$ cat config.mk
export PLATFORM = sky130hd
export DESIGN_NAME = prev_prime_3mod4_search_top
export DESIGN_NICKNAME = d
export VERILOG_FILES = /design/src/rtl/pp3m4_pkg.sv /design/src/rtl/prev_prime_3mod4_search_top.sv
export SDC_FILE = /design/constraint.sdc
export NUM_CORES = 1
export LEC_CHECK = 0
export BUFFER_PORTS_ARGS = -buffer_cell sky130_fd_sc_hd__buf_2
export CORE_MARGIN = 4
export CORE_UTILIZATION = 35
export CTS_CLUSTER_SIZE = 24
export DETAILED_ROUTE_END_ITERATION = 8
export GPL_TIMING_DRIVEN = 0
export PLACE_DENSITY_LB_ADDON = 0.1
export SYNTH_ARGS = -nofsm -noshare
export SYNTH_HDL_FRONTEND = slang
export SYNTH_SLANG_ARGS = --single-unit
$ cat constraint.sdc
create_clock -name clk_i -period 5.8 [get_ports clk_i]
set_input_delay 0.58 -clock clk_i [delete_from_list [all_inputs] [get_ports clk_i]]
set_output_delay 0.58 -clock clk_i [all_outputs]
set_load 0.01 [all_outputs]
$ cat src/rtl/pp3m4_pkg.sv
package pp3m4_pkg;

  // controller states, one-hot
  typedef enum logic [3:0] {
    ST_IDLE   = 4'b0001,
    ST_CHECK  = 4'b0010,
    ST_DIV    = 4'b0100,
    ST_FINISH = 4'b1000
  } state_e;

  // which trial divisor the running division belongs to
  typedef enum logic [1:0] {
    DIV_BY3  = 2'd0,
    DIV_BYD  = 2'd1,
    DIV_BYD2 = 2'd2
  } div_kind_e;

  localparam int unsigned ResultWidth = 32;
  localparam int unsigned StartWidth  = 32;
  localparam int unsigned OutTdataW   = 40;

endpackage

$ cat src/rtl/prev_prime_3mod4_search_top.sv
// Previous prime congruent to 3 mod 4. For each start value accepted on the slave stream the
// block returns the largest prime strictly below it with value mod 4 == 3, with found = 1;
// a start of three or less returns found = 0 and a zero result. Candidates are walked down
// from start - 1 in steps of four and each one is checked by trial division: by 3, then by
// the pairs d and d + 2 for d = 5, 11, 17, ... while d <= n / d (even numbers never occur).
// All division goes through one radix-2 restoring divider that retires one quotient bit per
// cycle; after the last shift one further step judges the division. The candidate 3 needs
// no division. Any other candidate n needs m divisions: one by 3, two for each divisor pair
// tested in full, and for a prime one more by the first d past the bound, so a prime with
// k pairs (about sqrt(n) / 6) needs m = 2 + 2 * k; a composite stops at the division that
// finds its factor. One start value is worked on at a time; a finished result waits in an
// output register, so the next start value can be taken while the previous result is
// still unread.
module prev_prime_3mod4_search_top #(
  parameter int unsigned VALUE_WIDTH = 32
) (
  input  logic                                clk_i,
  input  logic                                rst_ni,
  // tdata: [31:0] start_value
  input  logic                                s_axis_tvalid,
  output logic                                s_axis_tready,
  input  logic [pp3m4_pkg::StartWidth-1:0]    s_axis_tdata,
  // tdata: [31:0] prime_result, [32] found, [39:33] zero
  output logic                                m_axis_tvalid,
  input  logic                                m_axis_tready,
  output logic [pp3m4_pkg::OutTdataW-1:0]     m_axis_tdata
);
  import pp3m4_pkg::*;

  localparam int unsigned W    = VALUE_WIDTH;
  localparam int unsigned CntW = $clog2(VALUE_WIDTH);

  localparam logic [W-1:0]    ValOne   = W'(1);
  localparam logic [W-1:0]    ValThree = W'(3);
  localparam logic [W-1:0]    ValFour  = W'(4);
  localparam logic [W-1:0]    ValFive  = W'(5);
  localparam logic [W-1:0]    ValSix   = W'(6);
  localparam logic [W-1:0]    ValTwo   = W'(2);
  localparam logic [CntW-1:0] CntLast  = CntW'(VALUE_WIDTH - 1);

  state_e         state_q, state_d;
  div_kind_e      kind_q, kind_d;
  logic [CntW-1:0] cnt_q, cnt_d;
  // marks the cycle after the last shift, when the division is judged
  logic           eval_q, eval_d;

  // search datapath
  logic [W-1:0] cand_q, cand_d;    // current candidate, also the final result
  logic         found_q, found_d;
  logic [W-1:0] dval_q, dval_d;    // d of the current divisor pair
  logic [W-1:0] dvsr_q, dvsr_d;    // divisor in use
  logic [W-1:0] num_q, num_d;      // dividend shifting out, quotient shifting in
  logic [W-1:0] rem_q, rem_d;      // partial remainder

  // output register
  logic                   out_valid_q, out_valid_d;
  logic [ResultWidth-1:0] out_prime_q, out_prime_d;
  logic                   out_found_q, out_found_d;

  // input conditioning
  logic [W-1:0] start_w;
  logic [W-1:0] cand_init;
  logic         start_low;

  // one restoring division step
  logic [W:0]   rem_sh;
  logic [W:0]   rem_sub;
  logic         div_ge;

  logic         out_load;
  logic         composite;
  logic         prime_hit;

  assign start_w   = W'(s_axis_tdata);
  assign start_low = start_w < ValFour;
  // largest value <= start - 1 with value mod 4 == 3
  assign cand_init = start_w - ValOne - W'(start_w[1:0]);

  assign rem_sh  = {rem_q, num_q[W-1]};
  assign rem_sub = rem_sh - {1'b0, dvsr_q};
  assign div_ge  = rem_sh >= {1'b0, dvsr_q};

  assign s_axis_tready = (state_q == ST_IDLE);
  assign out_load      = (state_q == ST_FINISH) && (!out_valid_q || m_axis_tready);

  always_comb begin
    state_d   = state_q;
    kind_d    = kind_q;
    cnt_d     = cnt_q;
    eval_d    = 1'b0;
    cand_d    = cand_q;
    found_d   = found_q;
    dval_d    = dval_q;
    dvsr_d    = dvsr_q;
    num_d     = num_q;
    rem_d     = rem_q;
    composite = 1'b0;
    prime_hit = 1'b0;

    case (state_q)
      ST_IDLE: begin
        if (s_axis_tvalid) begin
          if (start_low) begin
            // no candidate below the start value
            cand_d  = '0;
            found_d = 1'b0;
            state_d = ST_FINISH;
          end else begin
            cand_d  = cand_init;
            state_d = ST_CHECK;
          end
        end
      end
      ST_CHECK: begin
        if (cand_q == ValThree) begin
          found_d = 1'b1;
          state_d = ST_FINISH;
        end else begin
          kind_d  = DIV_BY3;
          dvsr_d  = ValThree;
          num_d   = cand_q;
          rem_d   = '0;
          cnt_d   = CntLast;
          state_d = ST_DIV;
        end
      end
      ST_DIV: begin
        if (eval_q) begin
          // num_q holds the quotient, rem_q the remainder
          case (kind_q)
            DIV_BY3: begin
              if (rem_q == '0) begin
                composite = 1'b1;
              end else begin
                kind_d = DIV_BYD;
                dval_d = ValFive;
                dvsr_d = ValFive;
              end
            end
            DIV_BYD: begin
              if (num_q < dval_q) begin
                prime_hit = 1'b1;      // d * d > n: no divisor left
              end else if (rem_q == '0) begin
                composite = 1'b1;
              end else begin
                kind_d = DIV_BYD2;
                dvsr_d = dval_q + ValTwo;
              end
            end
            default: begin
              if (rem_q == '0) begin
                composite = 1'b1;
              end else begin
                kind_d = DIV_BYD;
                dval_d = dval_q + ValSix;
                dvsr_d = dval_q + ValSix;
              end
            end
          endcase

          if (prime_hit) begin
            found_d = 1'b1;
            state_d = ST_FINISH;
          end else if (composite) begin
            cand_d  = cand_q - ValFour;
            state_d = ST_CHECK;
          end else begin
            num_d   = cand_q;
            rem_d   = '0;
            cnt_d   = CntLast;
          end
        end else begin
          num_d = {num_q[W-2:0], div_ge};
          rem_d = div_ge ? rem_sub[W-1:0] : rem_sh[W-1:0];
          if (cnt_q == '0) begin
            eval_d = 1'b1;
          end else begin
            cnt_d = cnt_q - CntW'(1);
          end
        end
      end
      default: begin
        // ST_FINISH: wait for room in the output register
        if (out_load) begin
          state_d = ST_IDLE;
        end
      end
    endcase
  end

  always_comb begin
    out_valid_d = out_valid_q;
    out_prime_d = out_prime_q;
    out_found_d = out_found_q;
    if (m_axis_tready) begin
      out_valid_d = 1'b0;
    end
    if (out_load) begin
      out_valid_d = 1'b1;
      out_prime_d = ResultWidth'(cand_q);
      out_found_d = found_q;
    end
  end

  always_ff @(posedge clk_i or negedge rst_ni) begin
    if (!rst_ni) begin
      state_q     <= ST_IDLE;
      kind_q      <= DIV_BY3;
      cnt_q       <= '0;
      eval_q      <= 1'b0;
      out_valid_q <= 1'b0;
    end else begin
      state_q     <= state_d;
      kind_q      <= kind_d;
      cnt_q       <= cnt_d;
      eval_q      <= eval_d;
      out_valid_q <= out_valid_d;
    end
  end

  always_ff @(posedge clk_i) begin
    cand_q      <= cand_d;
    found_q     <= found_d;
    dval_q      <= dval_d;
    dvsr_q      <= dvsr_d;
    num_q       <= num_d;
    rem_q       <= rem_d;
    out_prime_q <= out_prime_d;
    out_found_q <= out_found_d;
  end

  assign m_axis_tvalid = out_valid_q;
  assign m_axis_tdata  = {(OutTdataW - ResultWidth - 1)'(0), out_found_q, out_prime_q};

endmodule

==> impl_metrics.prom, run 1 <==
# TYPE chip_impl_metric gauge
chip_impl_metric{name="grt.overflow.total",unit=""} 0
chip_impl_metric{name="ys_seq_elements",unit=""} 204
chip_impl_metric{name="max-slew-margin-rel",unit=""} 0.227
chip_impl_info{name="dominantRegCellSynth",value="sky130_fd_sc_hd__edfxtp_1"} 1
chip_impl_metric{name="layout.nets",unit=""} 1616
chip_impl_metric{name="floorplan.core_area",unit="µm²"} 36800
chip_impl_metric{name="number_of_h_tree_levels",unit=""} 1
chip_impl_metric{name="crit_required",unit="ps"} 5890
chip_impl_metric{name="cp_num_buf_inv",unit=""} 3
chip_impl_info{name="cp_startpoint_kind",value="flop"} 1
chip_impl_metric{name="timing.critical_path.fanout_max",unit=""} 32
chip_impl_metric{name="design.portCount",unit=""} 78
chip_impl_metric{name="detailed_place_hpwl",unit="µm"} 28900
chip_impl_metric{name="insertedDiodeCount",unit=""} 0
chip_impl_metric{name="globalplace.congestion",unit=""} 0.869
chip_impl_metric{name="cts.repair_timing.setup_buffer_count",unit=""} 0
chip_impl_metric{name="cts-root-to-sink-buffers",unit=""} 3
chip_impl_metric{name="syn_inst",unit=""} 1399
chip_impl_info{name="cts_root_buf",value="sky130_fd_sc_hd__clkbuf_16"} 1
chip_impl_metric{name="finish.instance_area",unit="µm²"} 15100
chip_impl_metric{name="place_inst",unit=""} 1948
chip_impl_metric{name="worstMarginPinSlew",unit="ps"} 1160
chip_impl_metric{name="synth-warning-count",unit=""} 0
chip_impl_metric{name="dp_area",unit="µm²"} 14200
chip_impl_metric{name="die_area",unit="µm²"} 40600
chip_impl_metric{name="syn_avg_cell_area",unit="µm²"} 9.37
chip_impl_metric{name="via_count",unit=""} 10695
chip_impl_info{name="min-delay-path-class",value="in2reg"} 1
chip_impl_info{name="critical_path.endpoint_type",value="flop"} 1
chip_impl_metric{name="final_antenna_net_count",unit=""} 0
chip_impl_metric{name="clk-insertion-delay-late",unit="ps"} 540
chip_impl_info{name="startpoint_to_endpoint_class_of_the_critical_path",value="reg2reg"} 1
chip_impl_metric{name="setup_violations",unit=""} 0
chip_impl_metric{name="multi_input_comb_area",unit="µm²"} 6470
chip_impl_metric{name="detailedRoute.firstPassIterationCount",unit=""} 5
chip_impl_metric{name="ff2ff_setup_slack",unit="ps"} 1640
chip_impl_metric{name="final-hold-violation-count",unit=""} 0
chip_impl_info{name="tritoncts_clock_tree",value="done"} 1
chip_impl_metric{name="worst_path_largest_cell_delay",unit="ps"} 730
chip_impl_info{name="critPathSlowestCell",value="sky130_fd_sc_hd__a41oi_1"} 1
chip_impl_metric{name="layout.filler_cells",unit=""} 3673
chip_impl_metric{name="clkSlewWorstSetupHoldPaths",unit="ps"} 60
chip_impl_metric{name="synth_enable_flop_cells",unit=""} 191
chip_impl_metric{name="maxClockFrequency",unit="GHz"} 0.240
chip_impl_metric{name="initial_core_utilization",unit=""} 0.356
chip_impl_metric{name="layout_setup_ws",unit="ps"} 1640
chip_impl_metric{name="drive_gt1_frac",unit=""} 0.105
chip_impl_metric{name="final-seq-area",unit="µm²"} 6060
chip_impl_info{name="outcome",value="completed"} 1
chip_impl_metric{name="route.detailed.drc",unit=""} 0
chip_impl_metric{name="cap_violations",unit=""} 0
chip_impl_metric{name="num_rows",unit=""} 70
chip_impl_metric{name="post_drt_wl_per_cell",unit="µm"} 19.2
chip_impl_metric{name="via_count_of_the_first_global_routing_pass",unit=""} 10861
chip_impl_metric{name="cts_inserted_buffers",unit=""} 26
chip_impl_metric{name="mappedNetlistArea",unit="µm²"} 13100
chip_impl_metric{name="die_height",unit="µm"} 202
chip_impl_metric{name="syn2layout_area_growth",unit="%"} 14.8
chip_impl_metric{name="drt_wl_total",unit="µm"} 38200
chip_impl_info{name="gate_family_responsible_for_the_most_delay_along_the_worst_path",value="compound AO/OA/AOI/OAI gates"} 1
chip_impl_metric{name="cts_num_sinks",unit=""} 204
chip_impl_metric{name="drt_iter0_drc",unit=""} 730
chip_impl_info{name="cell_breakdown_of_the_critical_path",value="clkbuf_1, inv_1, ha_1, a21oi_1, nor2b_1, a2111oi_0, o21ai_0, a41oi_1, o21ai_2, nand2_2, inv_1"} 1
chip_impl_info{name="grt_setup_unrepaired",value="no"} 1
chip_impl_metric{name="power.density",unit="nW/µm²"} 217
chip_impl_metric{name="worst_clock_skew",unit="ps"} 17.7
chip_impl_metric{name="yosysSeqAreaShare",unit=""} 0.462
chip_impl_metric{name="place_ws",unit="ps"} 1560
chip_impl_info{name="worst_path_most_repeated_cell",value="sky130_fd_sc_hd__inv_1"} 1
chip_impl_metric{name="final.period_utilization",unit=""} 0.718
chip_impl_metric{name="critPathArrivalTime",unit="ps"} 4250
chip_impl_metric{name="global_route_wire_length_before_repair",unit="µm"} 60600
chip_impl_metric{name="p_leak",unit="nW"} 6.02
chip_impl_metric{name="asyncSetResetFlopFracSynth",unit=""} 0.0637
chip_impl_metric{name="finalWorstPathRequiredPeriod",unit="ps"} 4160
chip_impl_metric{name="post_synth_num_cell_types",unit=""} 77
chip_impl_metric{name="post_drt_via_cell_ratio",unit=""} 5.36
chip_impl_metric{name="grt_util_all_layers",unit=""} 0.185
chip_impl_metric{name="utilization",unit=""} 0.409
chip_impl_metric{name="antenna_found_initial",unit=""} 1
chip_impl_metric{name="maximum_number_of_pins_on_one_net_before_global_route_repair",unit=""} 34
chip_impl_metric{name="portBuffers",unit=""} 68
chip_impl_metric{name="timing_max_transition_violations_final",unit=""} 0
chip_impl_metric{name="peakVddDrop",unit="V"} 0.000166
chip_impl_metric{name="fp.dieW",unit="µm"} 202
chip_impl_metric{name="layout.cells.non_filler",unit=""} 1996
==> through the flow <==
stage | total power [mW] | hold slack (ps) | setup TNS (ps)
after global routing | 3.36 | 261 | 0
after global placement | 1.67 | 417 | -55440
after CTS | 3.30 | 216 | 0
after floorplan | 1.65 | 284 | 0
after detailed placement | 1.67 | 414 | 0
final | 3.26 | 241 | 0
==> logic make-up (layout without fill, tap and decap cells) <==
group / count (synthesis) / count (layout) / share of synthesized area
flip-flops: 204 / 204 / 0.462
other: 2 / 8 / 0.000573
AND/OR/NAND/NOR: 528 / 528 / 0.187
buffers and inverters: 152 / 275 / 0.0488
XOR/XNOR: 97 / 97 / 0.0648
adder cells (fa/ha/maj): 72 / 72 / 0.0691
AO/OA/AOI/OAI: 340 / 340 / 0.164
multiplexers: 4 / 4 / 0.00372
==> worst register-to-register path: stages (launching register included) <==
cell and delay, ps:
sky130_fd_sc_hd__edfxtp_1 390, sky130_fd_sc_hd__clkbuf_1 360, sky130_fd_sc_hd__inv_1 250, sky130_fd_sc_hd__ha_1 370, sky130_fd_sc_hd__a21oi_1 150, sky130_fd_sc_hd__nor2b_1 60, sky130_fd_sc_hd__a2111oi_0 370, sky130_fd_sc_hd__o21ai_0 170
sky130_fd_sc_hd__a41oi_1 730, sky130_fd_sc_hd__o21ai_2 150, sky130_fd_sc_hd__nand2_2 200, sky130_fd_sc_hd__inv_1 520
==> layout by cell type, fill, tap and decap left out, types with 8 or more instances in the layout <==
cell type / netlist / layout
sky130_fd_sc_hd__a211oi_1: 17 / 17
sky130_fd_sc_hd__a21o_1: 22 / 22
sky130_fd_sc_hd__a21oi_1: 103 / 102
sky130_fd_sc_hd__a311oi_1: 10 / 10
sky130_fd_sc_hd__and3_1: 10 / 10
sky130_fd_sc_hd__buf_2: 4 / 72
sky130_fd_sc_hd__buf_4: 10 / 11
sky130_fd_sc_hd__clkbuf_1: 35 / 41
sky130_fd_sc_hd__clkbuf_16: 0 / 27
sky130_fd_sc_hd__conb_1: 2 / 8
sky130_fd_sc_hd__dfrtp_1: 12 / 12
sky130_fd_sc_hd__edfxtp_1: 191 / 191
sky130_fd_sc_hd__ha_1: 70 / 70
sky130_fd_sc_hd__inv_1: 95 / 95
sky130_fd_sc_hd__nand2_1: 213 / 213
sky130_fd_sc_hd__nand2b_1: 11 / 11
sky130_fd_sc_hd__nand3_1: 49 / 49
sky130_fd_sc_hd__nand4_1: 14 / 14
sky130_fd_sc_hd__nor2_1: 105 / 105
sky130_fd_sc_hd__nor3_1: 44 / 43
sky130_fd_sc_hd__nor4_1: 27 / 26
sky130_fd_sc_hd__o21a_1: 17 / 17
sky130_fd_sc_hd__o21ai_0: 87 / 87
sky130_fd_sc_hd__o22ai_1: 11 / 11
sky130_fd_sc_hd__or3_1: 18 / 18
sky130_fd_sc_hd__xnor2_1: 72 / 72
sky130_fd_sc_hd__xor2_1: 25 / 25
==> routing by layer <==
metal  up-vias  part of all wire  GRT usage
met5         -                 0          0
met4         0             0.033     0.0608
met3        76             0.046     0.0239
met2       274              0.47      0.314
met1      5039              0.45      0.246
li1       5306                 -          -
==> worst paths after layout <==
path / startpoint / endpoint / cells after the start
setup / recovery: dval_q[8] / dvsr_q[22] / 11
hold / removal: m_axis_tready / m_axis_tvalid / 2
setup reg to reg: dval_q[8] / dvsr_q[22] / 11
hold reg to reg: found_q / out_found_q / 0
max in group asynchronous: rst_ni / state_q[0] / 2
min in group asynchronous: rst_ni / state_q[1] / 2
==> final cells by class <==
| cell class | instances | area share |
|---|---|---|
| timing repair buffer | 76 | 0.0299 |
| clock buffer | 33 | 0.0464 |
| clock inverter | 14 | 0.00948 |
| tap | 468 | 0.0389 |
| multi-input combinational | 1049 | 0.430 |
| inverter | 95 | 0.0237 |
| buffer | 57 | 0.0189 |
| sequential | 204 | 0.403 |
==> state kept, by name (all words and copies together) (netlist names), 2 cells and up <==
register,count
dvsr_q,32
rem_q,32
cand_q,31
out_prime_q,31
state_q,4
dval_q,31
num_q,32
kind_q,2
cnt_q,5
==> synth_stat cells, drive strengths merged, types with 11 or more instances <==
master  number  area (µm²)
a21oi      103         515
a21o        24         183
or3         18         113
nand3       49         245
nor2       105         394
o21a        17         128
a211oi      17         128
ha          70         876
nor4        27         169
o22ai       11        68.8
nand2      215         812
buf         19         129
dfrtp       12         300
xnor2       72         631
edfxtp     191        5740
o21ai       88         444
nand2b      11        68.8
xor2        25         219
nand4       14        87.6
clkbuf      38         155
nor3        47         250
inv         95         357
==> power breakdown <==
| group | total [mW] | switching (mW) | internal, mW | leakage (nW) |
|---|---|---|---|---|
| Combinational | 0.0513 | 0.0265 | 0.0248 | 3.90 |
| Clock | 1.62 | 0.640 | 0.977 | 0.404 |
| Sequential | 1.59 | 0.0000000000000000388 | 1.59 | 1.71 |
==> repair_timing <==
action / in CTS / in global routing
gates resized for setup: 0 / 0
hold endpoints to repair: 12 / 0
hold buffers: 1 / 0
No activity file was read; power rests on OpenSTA's default activity.
==> run 2, diff against run 1 <==
==> constraint.sdc (replaced) <==
create_clock -name clk_i -period 3.7 [get_ports clk_i]
set_input_delay 0.37 -clock clk_i [delete_from_list [all_inputs] [get_ports clk_i]]
set_output_delay 0.37 -clock clk_i [all_outputs]
set_load 0.01 [all_outputs]
==> run 2 against run 1 <==
Combinational power rose by 59%. Largest power group unchanged. Register-to-register slack got worse by 1400 ps. Via count is 0.14% higher. Clock power up 59%. Worst hold slack got worse by 36 ps. Utilization increased by 0.49 points. Total power grew 58%.
==> impl_metrics.prom, run 2 (same netlist as run 1, synthesis figures left out) <==
# TYPE chip_impl_metric gauge
chip_impl_metric{name="clkSlewWorstSetupHoldPaths",unit="ps"} 60
chip_impl_metric{name="worst_clock_skew",unit="ps"} 27.8
chip_impl_metric{name="globalplace.congestion",unit=""} 0.897
chip_impl_metric{name="p_leak",unit="nW"} 6.08
chip_impl_metric{name="detailed_place_hpwl",unit="µm"} 29100
chip_impl_metric{name="clk-insertion-delay-late",unit="ps"} 560
chip_impl_metric{name="crit_required",unit="ps"} 3930
chip_impl_metric{name="portBuffers",unit=""} 68
chip_impl_metric{name="maxClockFrequency",unit="GHz"} 0.286
chip_impl_metric{name="detailedRoute.firstPassIterationCount",unit=""} 5
chip_impl_metric{name="via_count",unit=""} 10710
chip_impl_metric{name="worst_path_largest_cell_delay",unit="ps"} 520
chip_impl_metric{name="min_path_cells",unit=""} 3
chip_impl_metric{name="met3RoutedLength",unit="µm"} 1490
chip_impl_metric{name="final.period_utilization",unit=""} 0.944
chip_impl_info{name="most_frequent_standard_cell_in_the_layout_excluding_fill_and_tap_cells",value="sky130_fd_sc_hd__nand2_1"} 1
chip_impl_info{name="outcome",value="completed"} 1
chip_impl_info{name="grt_setup_unrepaired",value="no"} 1
chip_impl_metric{name="cts-root-to-sink-buffers",unit=""} 3
chip_impl_metric{name="fp.dieW",unit="µm"} 202
chip_impl_info{name="cell_breakdown_of_the_critical_path",value="inv_1, ha_1, nand4_1, nor4_1, nand2_1, o211ai_1, a41oi_2, buf_4, o21bai_4, and2_4, buf_12"} 1
chip_impl_metric{name="dr_wl_met2",unit="µm"} 18700
chip_impl_metric{name="cap_violations",unit=""} 0
chip_impl_metric{name="maximum_number_of_pins_on_one_net_before_global_route_repair",unit=""} 33
chip_impl_metric{name="floorplan.core_area",unit="µm²"} 36800
chip_impl_metric{name="total_power",unit="mW"} 5.16
chip_impl_metric{name="final_antenna_net_count",unit=""} 0
chip_impl_metric{name="final-hold-violation-count",unit=""} 0
chip_impl_info{name="commonest_non_fill_non_tap_cells_in_the_layout",value="sky130_fd_sc_hd__nand2_1, sky130_fd_sc_hd__edfxtp_1, sky130_fd_sc_hd__nor2_1"} 1
chip_impl_metric{name="setup_violations",unit=""} 0
chip_impl_metric{name="drive_gt1_frac",unit=""} 0.118
chip_impl_info{name="tritoncts_clock_tree",value="done"} 1
chip_impl_metric{name="worstMarginPinSlew",unit="ps"} 1020
chip_impl_info{name="critPathSlowestCell",value="sky130_fd_sc_hd__nor4_1"} 1
chip_impl_metric{name="peakVddDrop",unit="V"} 0.000340
chip_impl_metric{name="power.density",unit="nW/µm²"} 338
chip_impl_info{name="layout_top_registers",value="dvsr_q: 32 flops, num_q: 32 flops, rem_q: 32 flops"} 1
chip_impl_metric{name="initial_core_utilization",unit=""} 0.356
chip_impl_metric{name="syn2layout_area_growth",unit="%"} 16.1
chip_impl_info{name="cp_startpoint_kind",value="flop"} 1
chip_impl_metric{name="timing.hold.ws",unit="ps"} 205
chip_impl_metric{name="post_drt_wl_per_cell",unit="µm"} 19.3
chip_impl_info{name="min-delay-path-class",value="in2reg"} 1
chip_impl_info{name="startpoint_to_endpoint_class_of_the_critical_path",value="reg2reg"} 1
chip_impl_metric{name="number_of_h_tree_levels",unit=""} 1
chip_impl_metric{name="route.detailed.drc",unit=""} 0
chip_impl_metric{name="m1WireLength",unit="µm"} 17600
chip_impl_metric{name="worst-r2r-cell-count",unit=""} 11
chip_impl_metric{name="critPathArrivalTime",unit="ps"} 3720
chip_impl_metric{name="finish.instance_area",unit="µm²"} 15200
chip_impl_metric{name="layout.nets",unit=""} 1626
chip_impl_metric{name="drt_iter0_drc",unit=""} 803
chip_impl_metric{name="num_rows",unit=""} 70
chip_impl_info{name="routed.top_layer",value="met4"} 1
chip_impl_info{name="critical_path.endpoint_type",value="flop"} 1
chip_impl_metric{name="place_inst",unit=""} 1946
chip_impl_metric{name="die_area",unit="µm²"} 40600
chip_impl_metric{name="timing.critical_path.fanout_max",unit=""} 32
chip_impl_metric{name="grt.overflow.total",unit=""} 0
chip_impl_metric{name="cts_num_sinks",unit=""} 204
chip_impl_metric{name="post_drt_via_cell_ratio",unit=""} 5.34
chip_impl_metric{name="cts_inserted_buffers",unit=""} 26
chip_impl_metric{name="timing_max_transition_violations_final",unit=""} 0
chip_impl_metric{name="totalNegativeSetupSlack",unit="ps"} 0
chip_impl_metric{name="drt_wl_total",unit="µm"} 38800
chip_impl_metric{name="finalWorstPathRequiredPeriod",unit="ps"} 3490
chip_impl_metric{name="global_route_wire_length_before_repair",unit="µm"} 61400
chip_impl_metric{name="layout.cells.non_filler",unit=""} 2005
chip_impl_metric{name="antenna_found_initial",unit=""} 0
chip_impl_metric{name="design.portCount",unit=""} 78
chip_impl_metric{name="die_height",unit="µm"} 202
chip_impl_info{name="cts_root_buf",value="sky130_fd_sc_hd__clkbuf_16"} 1
chip_impl_metric{name="grt_util_all_layers",unit=""} 0.187
chip_impl_metric{name="max-slew-margin-rel",unit=""} 0.316
chip_impl_metric{name="dp_area",unit="µm²"} 14200
chip_impl_metric{name="insertedDiodeCount",unit=""} 0
chip_impl_metric{name="via_count_of_the_first_global_routing_pass",unit=""} 10811
-- run 2: cell count changes in the layout (fill, tap and decap cells not counted), moves of 2 or more --
cell and delta:
sky130_fd_sc_hd__clkbuf_1 -2, sky130_fd_sc_hd__buf_4 +9, sky130_fd_sc_hd__clkinv_1 -4, sky130_fd_sc_hd__buf_6 -2, sky130_fd_sc_hd__clkbuf_8 +3
-- run 2: metal layers --
layer,GRT usage,vias to the layer above
met3,0.0205,60
li1,-,5328
met5,0,-
met1,0.252,5075
met4,0.0503,0
met2,0.323,247
-- run 2: repair_timing --
action | CTS | global route
pin swaps | 3 | 1
hold endpoints to repair | 14 | 0
cloned | 2 | 0
gates resized for setup | 6 | 6
buffers inserted | 7 | 3
setup endpoints to repair | 131 | 127
hold buffers | 2 | 0
-- run 2: worst max-delay path: cells and delay by family (launching register included) --
family	cells	cell delay, ps
fa+ha+maj	1	350
simple gates	4	1120
buf+inv	3	640
compound gates	3	500
flops	1	490
-- run 2: cell type report --
type | instances | area [µm²]
plain buffers | 56 | 283
clock buffers | 35 | 714
clock inverters | 11 | 159
fillers | 3701 | 21600
inverters | 95 | 360
multi-input cells | 1050 | 6520
flip-flops and latches | 204 | 6060
well taps | 468 | 586
repair buffers | 85 | 538
repair inverters | 1 | 7.51
-- run 2: final timing paths --
| kind | endpoint | start | slack (ps) |
|---|---|---|---|
| hold / removal | cand_q[19] | s_axis_tdata[19] | 200 |
| setup reg to reg | rem_q[26] | dval_q[23] | 210 |
| min in group asynchronous | state_q[1] | rst_ni | 260 |
| max in group asynchronous | state_q[0] | rst_ni | 3150 |
| hold reg to reg | out_found_q | found_q | 420 |
| setup / recovery | rem_q[26] | dval_q[23] | 210 |
-- run 2: per-stage QoR --
step / worst slack [ps] / util
after floorplan: 142 / -
after global placement: -1440 / 0.383
after detailed placement: -636 / 0.386
after CTS: 2.07 / 0.413
after global routing: 5.36 / 0.414
final: 208 / 0.414
-- run 2: power breakdown --
part                  switching (mW)  total [mW]  internal [mW]
clock network                   1.01        2.58           1.57
logic                         0.0418      0.0814         0.0395
registers      0.0000000000000000608        2.49           2.49
total                           1.06        5.16           4.10
==> run 3, diff against run 2 <==
==> constraint.sdc (replaced) <==
create_clock -name clk_i -period 3.85 [get_ports clk_i]
set_input_delay 0.385 -clock clk_i [delete_from_list [all_inputs] [get_ports clk_i]]
set_output_delay 0.385 -clock clk_i [all_outputs]
set_load 0.01 [all_outputs]
==> run 3 against run 2 <==
Sequential power shrank 4%. Clock skew decreased by 1.7 ps. Clock power down 4%. Utilization hardly changed. Routed wire length rose by 0.10%. Via count fell by 0.49%. Register-to-register slack better by 30 ps. Critical path type unchanged. Critical endpoint unchanged. Largest power group unchanged.
==> impl_metrics.prom, run 3 (same netlist as run 1, synthesis figures left out) <==
# TYPE chip_impl_metric gauge
chip_impl_info{name="critical_path.endpoint_type",value="flop"} 1
chip_impl_metric{name="drt_iter0_drc",unit=""} 817
chip_impl_metric{name="layout.nets",unit=""} 1623
chip_impl_metric{name="switchingPower",unit="mW"} 1.01
chip_impl_metric{name="final.period_utilization",unit=""} 0.938
chip_impl_metric{name="drt_wl_total",unit="µm"} 38800
chip_impl_metric{name="place_inst",unit=""} 1946
chip_impl_metric{name="place_ws",unit="ps"} -486
chip_impl_metric{name="die_area",unit="µm²"} 40600
chip_impl_metric{name="syn2layout_area_growth",unit="%"} 16.2
chip_impl_metric{name="num_rows",unit=""} 70
chip_impl_metric{name="post_drt_wl_per_cell",unit="µm"} 19.4
chip_impl_info{name="grt_setup_unrepaired",value="no"} 1
chip_impl_metric{name="floorplan.core_area",unit="µm²"} 36800
chip_impl_metric{name="grt.overflow.total",unit=""} 0
chip_impl_metric{name="post_drt_via_cell_ratio",unit=""} 5.32
chip_impl_info{name="most_frequent_standard_cell_in_the_layout_excluding_fill_and_tap_cells",value="sky130_fd_sc_hd__nand2_1"} 1
chip_impl_metric{name="maxClockFrequency",unit="GHz"} 0.277
chip_impl_metric{name="antenna_found_initial",unit=""} 0
chip_impl_metric{name="initial_core_utilization",unit=""} 0.356
chip_impl_metric{name="final_antenna_net_count",unit=""} 0
chip_impl_metric{name="maximum_number_of_pins_on_one_net_before_global_route_repair",unit=""} 34
chip_impl_metric{name="critPathArrivalTime",unit="ps"} 3830
chip_impl_metric{name="power.density",unit="nW/µm²"} 325
chip_impl_metric{name="finalWorstPathRequiredPeriod",unit="ps"} 3610
chip_impl_metric{name="final-hold-violation-count",unit=""} 0
chip_impl_metric{name="intPower",unit="mW"} 3.94
chip_impl_metric{name="power.share.combinational",unit=""} 0.016
chip_impl_metric{name="route.detailed.drc",unit=""} 0
chip_impl_info{name="cp_startpoint_kind",value="flop"} 1
chip_impl_metric{name="die_height",unit="µm"} 202
chip_impl_info{name="layout_top_registers",value="dvsr_q: 32 flops, num_q: 32 flops, rem_q: 32 flops"} 1
chip_impl_metric{name="layout.filler_cells",unit=""} 3693
chip_impl_metric{name="drive_gt1_frac",unit=""} 0.115
chip_impl_metric{name="fp.dieW",unit="µm"} 202
chip_impl_metric{name="detailedRoute.firstPassIterationCount",unit=""} 7
chip_impl_metric{name="crit_required",unit="ps"} 4070
chip_impl_info{name="startpoint_to_endpoint_class_of_the_critical_path",value="reg2reg"} 1
chip_impl_metric{name="cts_num_sinks",unit=""} 204
chip_impl_metric{name="cts-root-to-sink-buffers",unit=""} 3
chip_impl_metric{name="clkSlewWorstSetupHoldPaths",unit="ps"} 60
chip_impl_metric{name="timing.critical_path.fanout_max",unit=""} 32
chip_impl_metric{name="worstMarginPinSlew",unit="ps"} 1070
chip_impl_metric{name="number_of_h_tree_levels",unit=""} 1
chip_impl_metric{name="max-slew-margin-rel",unit=""} 0.287
chip_impl_metric{name="worst_clock_skew",unit="ps"} 26.1
chip_impl_metric{name="power.switching_fraction",unit=""} 0.204
chip_impl_metric{name="design.portCount",unit=""} 78
chip_impl_metric{name="peakVddDrop",unit="V"} 0.000327
chip_impl_metric{name="grt_util_all_layers",unit=""} 0.186
chip_impl_metric{name="layout_setup_ws",unit="ps"} 240
chip_impl_metric{name="cap_violations",unit=""} 0
chip_impl_metric{name="portBuffers",unit=""} 68
chip_impl_metric{name="globalplace.congestion",unit=""} 0.897
chip_impl_metric{name="cts_inserted_buffers",unit=""} 26
chip_impl_info{name="cts_root_buf",value="sky130_fd_sc_hd__clkbuf_16"} 1
chip_impl_metric{name="part_of_the_power_in_registers",unit=""} 0.484
chip_impl_metric{name="totalNegativeSetupSlack",unit="ps"} 0
chip_impl_info{name="min-delay-path-class",value="in2reg"} 1
chip_impl_info{name="tritoncts_clock_tree",value="done"} 1
chip_impl_metric{name="timing_max_transition_violations_final",unit=""} 0
chip_impl_info{name="outcome",value="completed"} 1
chip_impl_metric{name="p_leak",unit="nW"} 6.07
chip_impl_info{name="commonest_non_fill_non_tap_cells_in_the_layout",value="sky130_fd_sc_hd__nand2_1, sky130_fd_sc_hd__edfxtp_1, sky130_fd_sc_hd__nor2_1"} 1
chip_impl_metric{name="via_count",unit=""} 10657
chip_impl_metric{name="clk-insertion-delay-late",unit="ps"} 560
chip_impl_metric{name="setup_violations",unit=""} 0
chip_impl_metric{name="global_route_wire_length_before_repair",unit="µm"} 61100
chip_impl_metric{name="layout.cells.non_filler",unit=""} 2003
chip_impl_metric{name="detailed_place_hpwl",unit="µm"} 29100
chip_impl_metric{name="via_count_of_the_first_global_routing_pass",unit=""} 10754
chip_impl_metric{name="power.clock.fraction",unit=""} 0.500
chip_impl_metric{name="total_power",unit="mW"} 4.95
## run 3: cell count changes in the layout (fill, tap and decap cells not counted), sizes merged
cell   change
diode      +1
buf        -3
## run 3: layout make-up
| class | count | area, µm² | area share |
|---|---|---|---|
| clock inverters | 11 | 159 | 0.0104 |
| repair buffers | 82 | 541 | 0.0355 |
| plain buffers | 56 | 282 | 0.0185 |
| multi-input cells | 1050 | 6520 | 0.428 |
| diodes | 1 | 2.50 | 0.000164 |
| flip-flops and latches | 204 | 6060 | 0.398 |
| clock buffers | 35 | 714 | 0.0469 |
| inverters | 95 | 360 | 0.0237 |
| repair inverters | 1 | 7.51 | 0.000493 |
| well taps | 468 | 586 | 0.0384 |
## run 3: what timing repair did
action                     in CTS  in global routing
pin swaps                       1                  2
gates cloned                    1                  1
setup endpoints to repair     128                 98
hold buffers                    2                  0
hold endpoints to repair       14                  0
buffers inserted                1                  6
resized for setup               5                  4
## run 3: final timing paths
path                                   from          end  slack, ps  depth (start not counted)
setup reg to reg                  dval_q[8]    rem_q[26]        240                         11
max in group asynchronous            rst_ni   state_q[0]       3290                          2
hold reg to reg                     found_q  out_found_q        420                          0
setup / recovery                  dval_q[8]    rem_q[26]        240                         11
min in group asynchronous            rst_ni    kind_q[0]        270                          2
hold / removal             s_axis_tdata[19]   cand_q[19]        220                          3
## run 3: layer usage
metal | vias to the layer above | track usage | routed length (µm)
met3 | 50 | 0.0205 | 1320
met5 | - | 0 | 0
met1 | 5064 | 0.251 | 17800
li1 | 5327 | - | -
met2 | 216 | 0.321 | 18800
met4 | 0 | 0.0481 | 948
## run 3: power groups by stage
stage,registers (mW),logic (mW),clock network (mW)
after floorplan,2.44,0.0401,0
after CTS,2.40,0.0784,2.55
after global placement,2.44,0.0756,0
after detailed placement,2.44,0.0764,0
final,2.40,0.0782,2.47
after global routing,2.39,0.0885,2.63
## run 3: worst max-delay path, cell delays in order (launching register included)
cell                        delay (ps)
sky130_fd_sc_hd__edfxtp_1          380
sky130_fd_sc_hd__clkbuf_1          360
sky130_fd_sc_hd__inv_1             240
sky130_fd_sc_hd__ha_1              360
sky130_fd_sc_hd__o2111ai_1         110
sky130_fd_sc_hd__nor2_1            100
sky130_fd_sc_hd__a2111oi_0         100
sky130_fd_sc_hd__o21ai_0           250
sky130_fd_sc_hd__a41oi_2           290
sky130_fd_sc_hd__o21bai_4          390
sky130_fd_sc_hd__and2_4            390
sky130_fd_sc_hd__buf_12            260
## run 3: per-stage QoR
step	utilization	hold slack (ps)	instance area, µm²
6_report	0.414	222	15200
5_1_grt	0.414	266	15200
4_1_cts	0.411	196	15100
3_5_place_dp	0.386	300	14200
3_3_place_gp	0.383	302	14100
2_1_floorplan	-	89.4	13100
